[src/rtl/mjq_pkg.sv]
`default_nettype none

package mjq_pkg;

  localparam int unsigned IN_W        = 32;
  localparam int unsigned COEF_W      = 64;
  localparam int unsigned IN_TDATA_W  = 224;
  localparam int unsigned OUT_TDATA_W = 392;

  // residual width (h, v*T, w*T^2) and numerator width
  localparam int unsigned XW = 100;
  localparam int unsigned NW = 104;

  // quotient bits developed by the divider; 2^QW and above saturates
  localparam int unsigned QW = 65;

  localparam int unsigned FRONT_LAT = 5;
  localparam int unsigned DIV_LAT   = QW + 4;

  // numerator pre-shift and divisor width (T^3, T^4, T^5)
  localparam int unsigned SH3 = 30;
  localparam int unsigned SH4 = 47;
  localparam int unsigned SH5 = 62;
  localparam int unsigned T3W = 96;
  localparam int unsigned T4W = 128;
  localparam int unsigned T5W = 160;

  typedef enum logic [1:0] {
    STAT_OK       = 2'd0,
    STAT_ZERO_DUR = 2'd1,
    STAT_SAT      = 2'd2
  } status_t;

  // start state carried alongside the division
  typedef struct packed {
    logic signed [IN_W-1:0] p0;
    logic signed [IN_W-1:0] v0;
    logic signed [IN_W-1:0] a0;
    logic                   zero;
  } side_t;

  typedef struct packed {
    status_t                  status;
    logic signed [COEF_W-1:0] c5;
    logic signed [COEF_W-1:0] c4;
    logic signed [COEF_W-1:0] c3;
    logic signed [COEF_W-1:0] c2;
    logic signed [COEF_W-1:0] c1;
    logic signed [COEF_W-1:0] c0;
  } res_t;

  // signed 33 x unsigned 32
  function automatic logic signed [65:0] mul_su(input logic signed [32:0] a,
                                                input logic [31:0] b);
    logic signed [32:0] bs;
    bs = {1'b0, b};
    return a * bs;
  endfunction

  function automatic logic [63:0] mul_uu(input logic [31:0] a, input logic [31:0] b);
    return a * b;
  endfunction

endpackage

`default_nettype wire

[src/rtl/mjq_skid.sv]
`default_nettype none

// Two-entry output buffer; room depends on registered state only.
module mjq_skid (
  input  wire logic            clk,
  input  wire logic            rst_n,
  input  wire logic            push,
  input  wire mjq_pkg::res_t   din,
  input  wire logic            rdy,
  output logic                 vld,
  output mjq_pkg::res_t        dout,
  output logic                 room
);

  localparam logic [1:0] CNT_EMPTY = 2'd0;
  localparam logic [1:0] CNT_FULL  = 2'd2;

  logic [1:0]    count_r, count_nxt;
  mjq_pkg::res_t head_r, tail_r;
  logic          pop;

  always_comb begin
    pop       = (count_r != CNT_EMPTY) && rdy;
    count_nxt = count_r + 2'(push) - 2'(pop);
  end

  always_ff @(posedge clk) begin
    if (!rst_n) begin
      count_r <= CNT_EMPTY;
    end else begin
      count_r <= count_nxt;
    end
  end

  always_ff @(posedge clk) begin
    if (pop) begin
      if (count_r == CNT_FULL) begin
        head_r <= tail_r;
        if (push) begin
          tail_r <= din;
        end
      end else if (push) begin
        head_r <= din;
      end
    end else if (push) begin
      if (count_r == CNT_EMPTY) begin
        head_r <= din;
      end else begin
        tail_r <= din;
      end
    end
  end

  assign vld  = (count_r != CNT_EMPTY);
  assign dout = head_r;
  assign room = (count_r != CNT_FULL);

endmodule

`default_nettype wire

[config.mk]
export PLATFORM = sky130hd
export DESIGN_NAME = mjq_skid
export DESIGN_NICKNAME = d
export VERILOG_FILES = /design/src/rtl/mjq_pkg.sv /design/src/rtl/mjq_skid.sv
export SDC_FILE = /design/constraint.sdc
export NUM_CORES = 1
export LEC_CHECK = 0
export BUFFER_PORTS_ARGS = -buffer_cell sky130_fd_sc_hd__clkbuf_2
export CAP_MARGIN = 20
export CORE_AREA = 5 5 302 304
export CTS_BUF_LIST = sky130_fd_sc_hd__clkbuf_2
export CTS_CLUSTER_SIZE = 14
export DETAILED_ROUTE_END_ITERATION = 8
export DIE_AREA = 0 0 307 309
export GPL_TIMING_DRIVEN = 0
export SLEW_MARGIN = 20
export SYNTH_ARGS = -nofsm -noshare
export SYNTH_HDL_FRONTEND = slang
export SYNTH_SLANG_ARGS = --single-unit
[constraint.sdc]
create_clock -name clk -period 87.9 [get_ports clk]
set_input_delay 8.79 -clock clk [delete_from_list [all_inputs] [get_ports clk]]
set_output_delay 8.79 -clock clk [all_outputs]
set_load 0.1 [all_outputs]
==> results of run 1 <==
layer usage:
metal  share of wire  up-vias
met2            0.51      690
met1            0.37     7591
li1                -     7045
met4           0.022       10
met5          0.0012        -
met3            0.10      122
power by group:
group          switching, mW  internal [mW]  leakage [nW]  total (mW)
clock network          0.143         0.0916          1.28       0.235
registers            0.00675          0.437          7.36       0.444
logic                  0.150         0.0295          5.39       0.180
cell type report:
type                       count  area (µm²)
timing repair buffer         806        4640
antenna                       11        27.5
clock buffer                 267        1340
inverter                       1        3.75
clock inverter                57         347
buffer                        42         307
multi-input combinational    401        4470
sequential                   774       23200
fill                        8124       52200
tap                         1165        1460
cells in the mapped netlist, drive strengths merged:
master	number
o21ai	2
or2	1
and2	1
mux2i	2
edfxtp	772
buf	42
a21boi	1
ha	1
mux2	386
inv	1
nand2	4
nand2b	1
nand3	1
and3	1
dfxtp	2
worst max-delay path: stages (launching register included):
cell and delay, ns:
sky130_fd_sc_hd__dfxtp_1 0.42, sky130_fd_sc_hd__inv_1 0.14, sky130_fd_sc_hd__nand2_1 0.09, sky130_fd_sc_hd__clkbuf_2 0.46
kinds of logic (layout without fill, tap and decap cells):
family	after synthesis	after routing	synth area share
and+or+nand+nor	9	9	0.00206
DFF	774	774	0.830
AOI/OAI and AO/OA	3	3	0.000626
adders and majority gates	1	1	0.000447
muxes	388	388	0.156
buffers and inverters	43	1173	0.0111
other	0	11	0
sequential cells by signal, indices dropped and copies added (netlist names):
name	count
dout	386
tail_r	386
count_r	2
final timing paths:
kind | endpoint | slack (ns) | cells after the start
setup reg to reg | tail_r[142]$_DFFE_PP_ | 85.04 | 6
hold reg to reg | dout[93]$_DFFE_PP_ | 0.48 | 1
hold / removal | dout[93]$_DFFE_PP_ | 0.48 | 1
setup / recovery | room | 76.61 | 3
stage by stage:
stage / cell area, µm² / hold slack [ns] / total power, mW
2_1_floorplan: 28000 / 0.501 / 0.610
3_3_place_gp: 33300 / 0.506 / 0.660
3_5_place_dp: 34100 / 0.512 / 0.634
4_1_cts: 35800 / 0.446 / 0.875
5_1_grt: 35800 / 0.487 / 0.901
6_report: 35800 / 0.484 / 0.858
==> results.md, run 1 <==
- The total of endpoints with negative setup slack in the final report is 0.
- Data on the critical path is required at its endpoint by 79.11 ns.
- The final standard cell utilization of the core is 0.407.
- Setup repair after global routing left no endpoint under its margin.
- The total half-perimeter wirelength after legalization and detailed placement is 54.5 mm.
- The die covers 94,900 µm².
- The data arrival time of the critical path is 2.50 ns.
- The final setup slack of the worst path is 76.61 ns.
- The worst path needs 11.29 ns of the cycle, external delays included.
- The clock tree from TritonCTS is built.
- The pin count of the biggest net entering global routing is 54.
- The final routed DRC violation total is 0.
- Global routing finished with a remaining overflow of 0.
- The first global-routing pass estimated 106 mm of wire.
- By area the synthesized netlist is led by sky130_fd_sc_hd__edfxtp_1, sky130_fd_sc_hd__mux2_1, sky130_fd_sc_hd__mux2_2, sky130_fd_sc_hd__buf_4, sky130_fd_sc_hd__dfxtp_1.
- The core area is 88,000 µm².
- The run finished with clean final reports.
- The start-to-end type of the worst setup path is reg -> out.
- Of the cells placed in the final design, the portion with a size suffix greater than 1 is 0.511.
- The biggest fanout along the worst timing path is 4.
- The flip-flop and latch count after synthesis is 774.
- The H-tree generated during clock tree synthesis spans 4 levels.
- In the global route stage, met3 resource usage came out at 0.0722.
- From bottom edge to top edge, the die measures 309 µm.
- After synthesis, the mean cell area works out to 23.0 µm².
- The sink count of the clock tree is 774.
- Relative to the synthesized area, the layout overhead comes to 28.0%.
- In the layout the commonest cells are sky130_fd_sc_hd__clkbuf_2, sky130_fd_sc_hd__edfxtp_1, sky130_fd_sc_hd__mux2_1.
- The number of global-route vias before repair came to 17,000.
- The placement row count is 109.
- The number of standard cells in the final layout excluding fillers is 3,524.
- For this design the top-level I/O count stands at 778.
- For this run, the register share of the synthesized area comes to 0.830.
- For the pin with the worst max-slew slack, the measured transition is 0.898 ns.
- In the synthesized netlist, the number of instances is 1,218.
- After detailed routing, the average wire length per cell comes to 20.7 µm.
- Before CTS, the worst setup slack after placement is 76.60 ns.
- The number of slew-limit violations in the final report came to 0.
- Wires add up to 73.1 mm.
- The worst setup path is captured at a primary output.
- The overall track demand over capacity in global routing is 0.148.
- The startpoint of the lowest-slack register-to-register path is count_r[1]$_SDFF_PN0_.
- The horizontal die dimension is 307 µm.
- The met1 track demand over resource is 0.160.
- The number of cells in the design after placement is 3,189.
- The post-synthesis cell type count is 18.
- The average via count per standard cell is 4.39.
- Clock skew on the completed layout was measured at 0.0709 ns.
- The met2 track demand over resource in global routing is 0.253.
- The detailed router placed 15,500 vias in this run.
- Dividing the final minimum period by the clock period gives 0.128.
- The detailed-routing iteration count for the pre-antenna-repair pass is 4.
- The clock reaches the later pin of the worst-skew pair after 1.38 ns.
- For this configuration, the core starts out at a cell density of 0.318.
- The mapped netlist covers 28,000 µm².
- The start point of the worst min-delay path is tail_r[93]$_DFFE_PP_.
- The number of maximum-capacitance violations is 0.
- The commonest non-fill, non-tap cell in the layout is sky130_fd_sc_hd__clkbuf_2.
- Post-CTS repair changed the size of 0 cells.
- The global placer's final weighted congestion is 0.802.
- The initial antenna violation count is 14.
- The analysis attributes to cell leakage a power of 14.0 nW.
- In this run the remaining antenna-violating nets after routing total 0.
- Buffers placed on the I/O ports in this run total 777.
- The number of buffers between clock root and the deepest sink is 3.
- The total of hold buffers inserted after clock tree synthesis is 0.
- The starting DRC count in detailed routing is 797.
- Adding up every negative setup slack in the final design gives 0 ns.
- STA classifies the critical path startpoint as a flop.
- In this run the power density over the cells is 24.0 nW/µm².
- The cell type with the largest total area after synthesis is sky130_fd_sc_hd__edfxtp_1.
- The count of endpoints failing hold in the final timing report is 0.
- Counting the buffers created by CTS gives 194.
- The min-delay analysis places its worst path in the category reg -> reg.
- The launch point of the worst path is count_r[0]$_SDFF_PN0_.
- For this run, the post-layout net count is 2,611.
- The CTS clock-pin slew for the worst setup and hold paths is 0.11 ns.
- Static timing analysis puts the maximum clock frequency at 0.0886 GHz.
- The largest voltage drop on the vdd net is 0.0146 mV.
- In this run the clock root is driven by a sky130_fd_sc_hd__clkbuf_2.
- The share of synthesized area in the top cell type comes to 0.828.
- For this run, the number of Yosys warnings is 0.
- Counting every net in the synthesized netlist gives 1,609.
- The count of buffers added by post-CTS timing repair for setup is 0.
- The most used routing layer is met2.
- The worst slew slack as a fraction of its limit is 0.402.
Power figures use the tool's default switching activity.
==> run 2: changes to the inputs <==
- CORE_AREA: 5 5 302 304 -> 5 5 300 302
- DIE_AREA: 0 0 307 309 -> 0 0 305 307
- clock period: 87.9 -> 9.8 ns (I/O delays scaled with it)
==> results.md, run 2 (synthesis results as in run 1) <==
- The required time of the critical path was 8.82 ns (-70.29 ns).
- The number of global-route vias before repair is 20,400 (+20%).
- The number of nets in the layout came to 3,208 (+23%).
- The nature of the critical path endpoint is a primary output.
- The cell depth of the worst min-delay path is 2 (+1).
- The I/O pin count was 778 (unchanged).
- The via count of the routed design is 18,200 (+18%).
- The quantity of I/O buffers inserted on ports is 777 (unchanged).
- The total half-perimeter wirelength after legalization and detailed placement is 53.8 mm (-1.2%).
- The initial antenna violation count is 13 (-1).
- The number of gates given a new drive strength after cts was 0 (unchanged).
- The overall die area is 93,600 µm² (-1.3%).
- The number of maximum-capacitance violations is 0 (unchanged).
- The total of endpoints with negative setup slack in the final report was 0 (unchanged).
- The worst hold path belongs to the class in -> reg.
- The longest individual stage delay on the worst path came to 0.48 ns (+0.02 ns).
- The core area is 87,400 µm² (-0.62%).
- The start-to-end type of the worst setup path is reg -> out.
- Setup repair after global routing left no endpoint under its margin.
- The data arrival time of the critical path is 2.50 ns (about the same).
- The overall routed net length is 81.2 mm (+11%).
- The final worst-path cycle share is 0.355.
- The count of filler cells inserted in the layout is 7,304 (-10%).
- The library cell used as clock root buffer is sky130_fd_sc_hd__clkbuf_2.
- The library cell used most frequently in the layout, excluding fill and tap cells, is sky130_fd_sc_hd__clkbuf_2.
- The share of final-layout standard cells stronger than drive strength 1 is 0.408 (-0.103).
- The detailed-routing iteration count for the pre-antenna-repair pass is 4 (unchanged).
- The starting DRC count in detailed routing is 964 (+21%).
- The number of buffers added by the clock tree synthesis step was 193 (-0.52%).
- The worst path buffer plus inverter count came to 2 (unchanged).
- The final routed DRC violation total is 0 (unchanged).
- Leaving out fill and tap cells, the most frequent cells in the layout are sky130_fd_sc_hd__clkbuf_2, sky130_fd_sc_hd__edfxtp_1, sky130_fd_sc_hd__dlygate4sd3_1.
- The global placer's final weighted congestion is 0.828 (+3.2%).
- The worst slew slack as a fraction of its limit is 0.399 (-0.00247).
- The maximum achievable frequency is 0.288 GHz.
- The worst hold path terminates at tail_r[382]$_DFFE_PP_.
- The average via count per standard cell was 4.42 (+0.66%).
- The power density over the cells is 190 nW/µm² (+690%).
- From synthesis to final layout, the design area changed by 49.3%.
- TritonCTS built the clock tree.
- The sum of negative setup slack was 0 ns (unchanged).
- The flow ran to the end, and the final reports show no timing, DRC or antenna violations.
- The horizontal die dimension is 305 µm (-0.65%).
- The setup slack of the most critical reg-to-reg path came to 7.27 ns (-77.77 ns).
- The biggest fanout along the worst timing path is 4 (unchanged).
- Grouping stages by cell kind, the critical path spends the most delay in buffers and inverters.
- The CTS clock-pin slew for the worst setup and hold paths is 0.11 ns (about the same).
- The slew of the pin with the lowest slew margin is 0.901 ns (+0.00370 ns).
- The sort of element at the start of the critical path is a flop.
- The sink count of the clock tree is 774 (unchanged).
- The largest voltage drop on the vdd net is 0.146 mV (+910%).
- The count of buffers added by post-CTS timing repair for setup came to 0 (unchanged).
- The clock period minus final worst setup slack is 3.48 ns.
- The placement row count is 109 (unchanged).
- The overall track demand over capacity in global routing is 0.169 (+0.0206).
- The worst-skew pair later-pin latency is 1.41 ns (+0.03 ns).
- The worst reg2reg path endpoint is tail_r[355]$_DFFE_PP_.
- The critical-path cell with the highest stage delay is sky130_fd_sc_hd__clkbuf_2.
- The reported leakage power is 16.5 nW (+18%).
- Traced cell by cell, the critical path runs through inv_1, nand2_1, clkbuf_2.
- The global-route wire length before repair was 122 mm (+15%).
- The final setup slack of the worst path is 6.32 ns (-70.29 ns).
- The detailed-route wire length per cell was 19.7 µm (-4.8%).
- The setup skew after layout was 0.0668 ns (-0.00408 ns).
- The count of H-tree levels built during CTS is 4 (unchanged).
- The startpoint of the lowest-slack register-to-register path is count_r[1]$_SDFF_PN0_.
- The post-place setup slack is 6.65 ns (-69.94 ns).
- The overall overflow remaining after global route is 0 (unchanged).
- The depth of the most critical reg-to-reg path came to 5 (-1).
- The most critical setup path has its startpoint at count_r[0]$_SDFF_PN0_.
- The pin count of the biggest net entering global routing came to 55 (+1.9%).
- The start point of the worst min-delay path is din[382].
- The number of slew-limit violations in the final report is 0 (unchanged).
- The number of buffers between clock root and the deepest sink is 3 (unchanged).
- The height of the die was 307 µm (-0.65%).
- The count of nets left with antenna violations after detail routing came to 0 (unchanged).
- The count of endpoints failing hold in the final timing report came to 0 (unchanged).
- The starting density of the core is 0.320 (+0.00199).
-- run 2: changes by cell type in the layout (fill, tap and decap cells not counted) --
cell,change
sky130_fd_sc_hd__clkinv_2,-6
sky130_fd_sc_hd__buf_16,+2
sky130_fd_sc_hd__inv_2,+1
sky130_fd_sc_hd__clkinv_1,-5
sky130_fd_sc_hd__diode_2,-5
sky130_fd_sc_hd__dlygate4sd3_1,+598
sky130_fd_sc_hd__clkbuf_2,+6
sky130_fd_sc_hd__bufinv_16,-1
sky130_fd_sc_hd__clkinvlp_4,+3
sky130_fd_sc_hd__clkinv_4,-1
sky130_fd_sc_hd__buf_12,-2
-- run 2: worst reg2reg max path: cells and delay by family (launching register included) --
kind,cells,cell delay [ns]
flops,1,0.45
simple gates,2,0.68
buf+inv,3,0.99
-- run 2: worst max path at each step --
stage	to	cells after the start
after floorplan	dout[0]$_DFFE_PP_	2
after global placement	dout[339]$_DFFE_PP_	3
after detailed placement	dout[342]$_DFFE_PP_	9
after CTS	room	3
after global routing	room	3
final	room	3
-- run 2: final cells by class --
class	instances	area (µm²)	area share
Antenna cell	6	15.0	0.000359
Clock inverter	48	285	0.00683
Sequential cell	774	23200	0.556
Timing Repair Buffer	1404	10600	0.255
Clock buffer	273	1370	0.0327
Buffer	42	307	0.00734
Tap cell	1165	1460	0.0349
Multi-Input combinational cell	401	4470	0.107
Inverter	1	3.75	0.0000899
-- run 2: stage by stage --
stage	hold WS (ns)	std cells	instance area [µm²]	util	total power [mW]
after CTS	0.0000393	4108	41800	0.478	8.03
after global routing	0.0408	4113	41800	0.478	8.31
after floorplan	0.501	1218	28000	-	5.31
final	0.331	4114	41800	0.478	7.93
after detailed placement	0.511	3189	34100	0.390	5.68
after global placement	0.507	3160	33300	0.381	5.68
-- run 2: what timing repair did --
item                       in CTS  in global routing
hold buffers                  598                  0
setup endpoints to repair       0                  0
hold endpoints to repair      857                  0
-- run 2: power breakdown --
part	leakage, nW	internal, mW	total (mW)	switching, mW
clock network	1.26	0.805	2.13	1.32
logic	7.90	0.421	1.82	1.40
registers	7.36	3.92	3.99	0.0665
total	16.5	5.15	7.93	2.79
-- run 2: layer usage --
layer | part of all wire | global-route usage | vias to the layer above | wire length [µm]
li1 | - | - | 8205 | -
met1 | 0.36 | 0.182 | 8903 | 29600
met2 | 0.50 | 0.285 | 853 | 40500
met3 | 0.10 | 0.0816 | 189 | 8310
met4 | 0.034 | 0.0706 | 16 | 2750
met5 | 0.0013 | 0 | - | 105
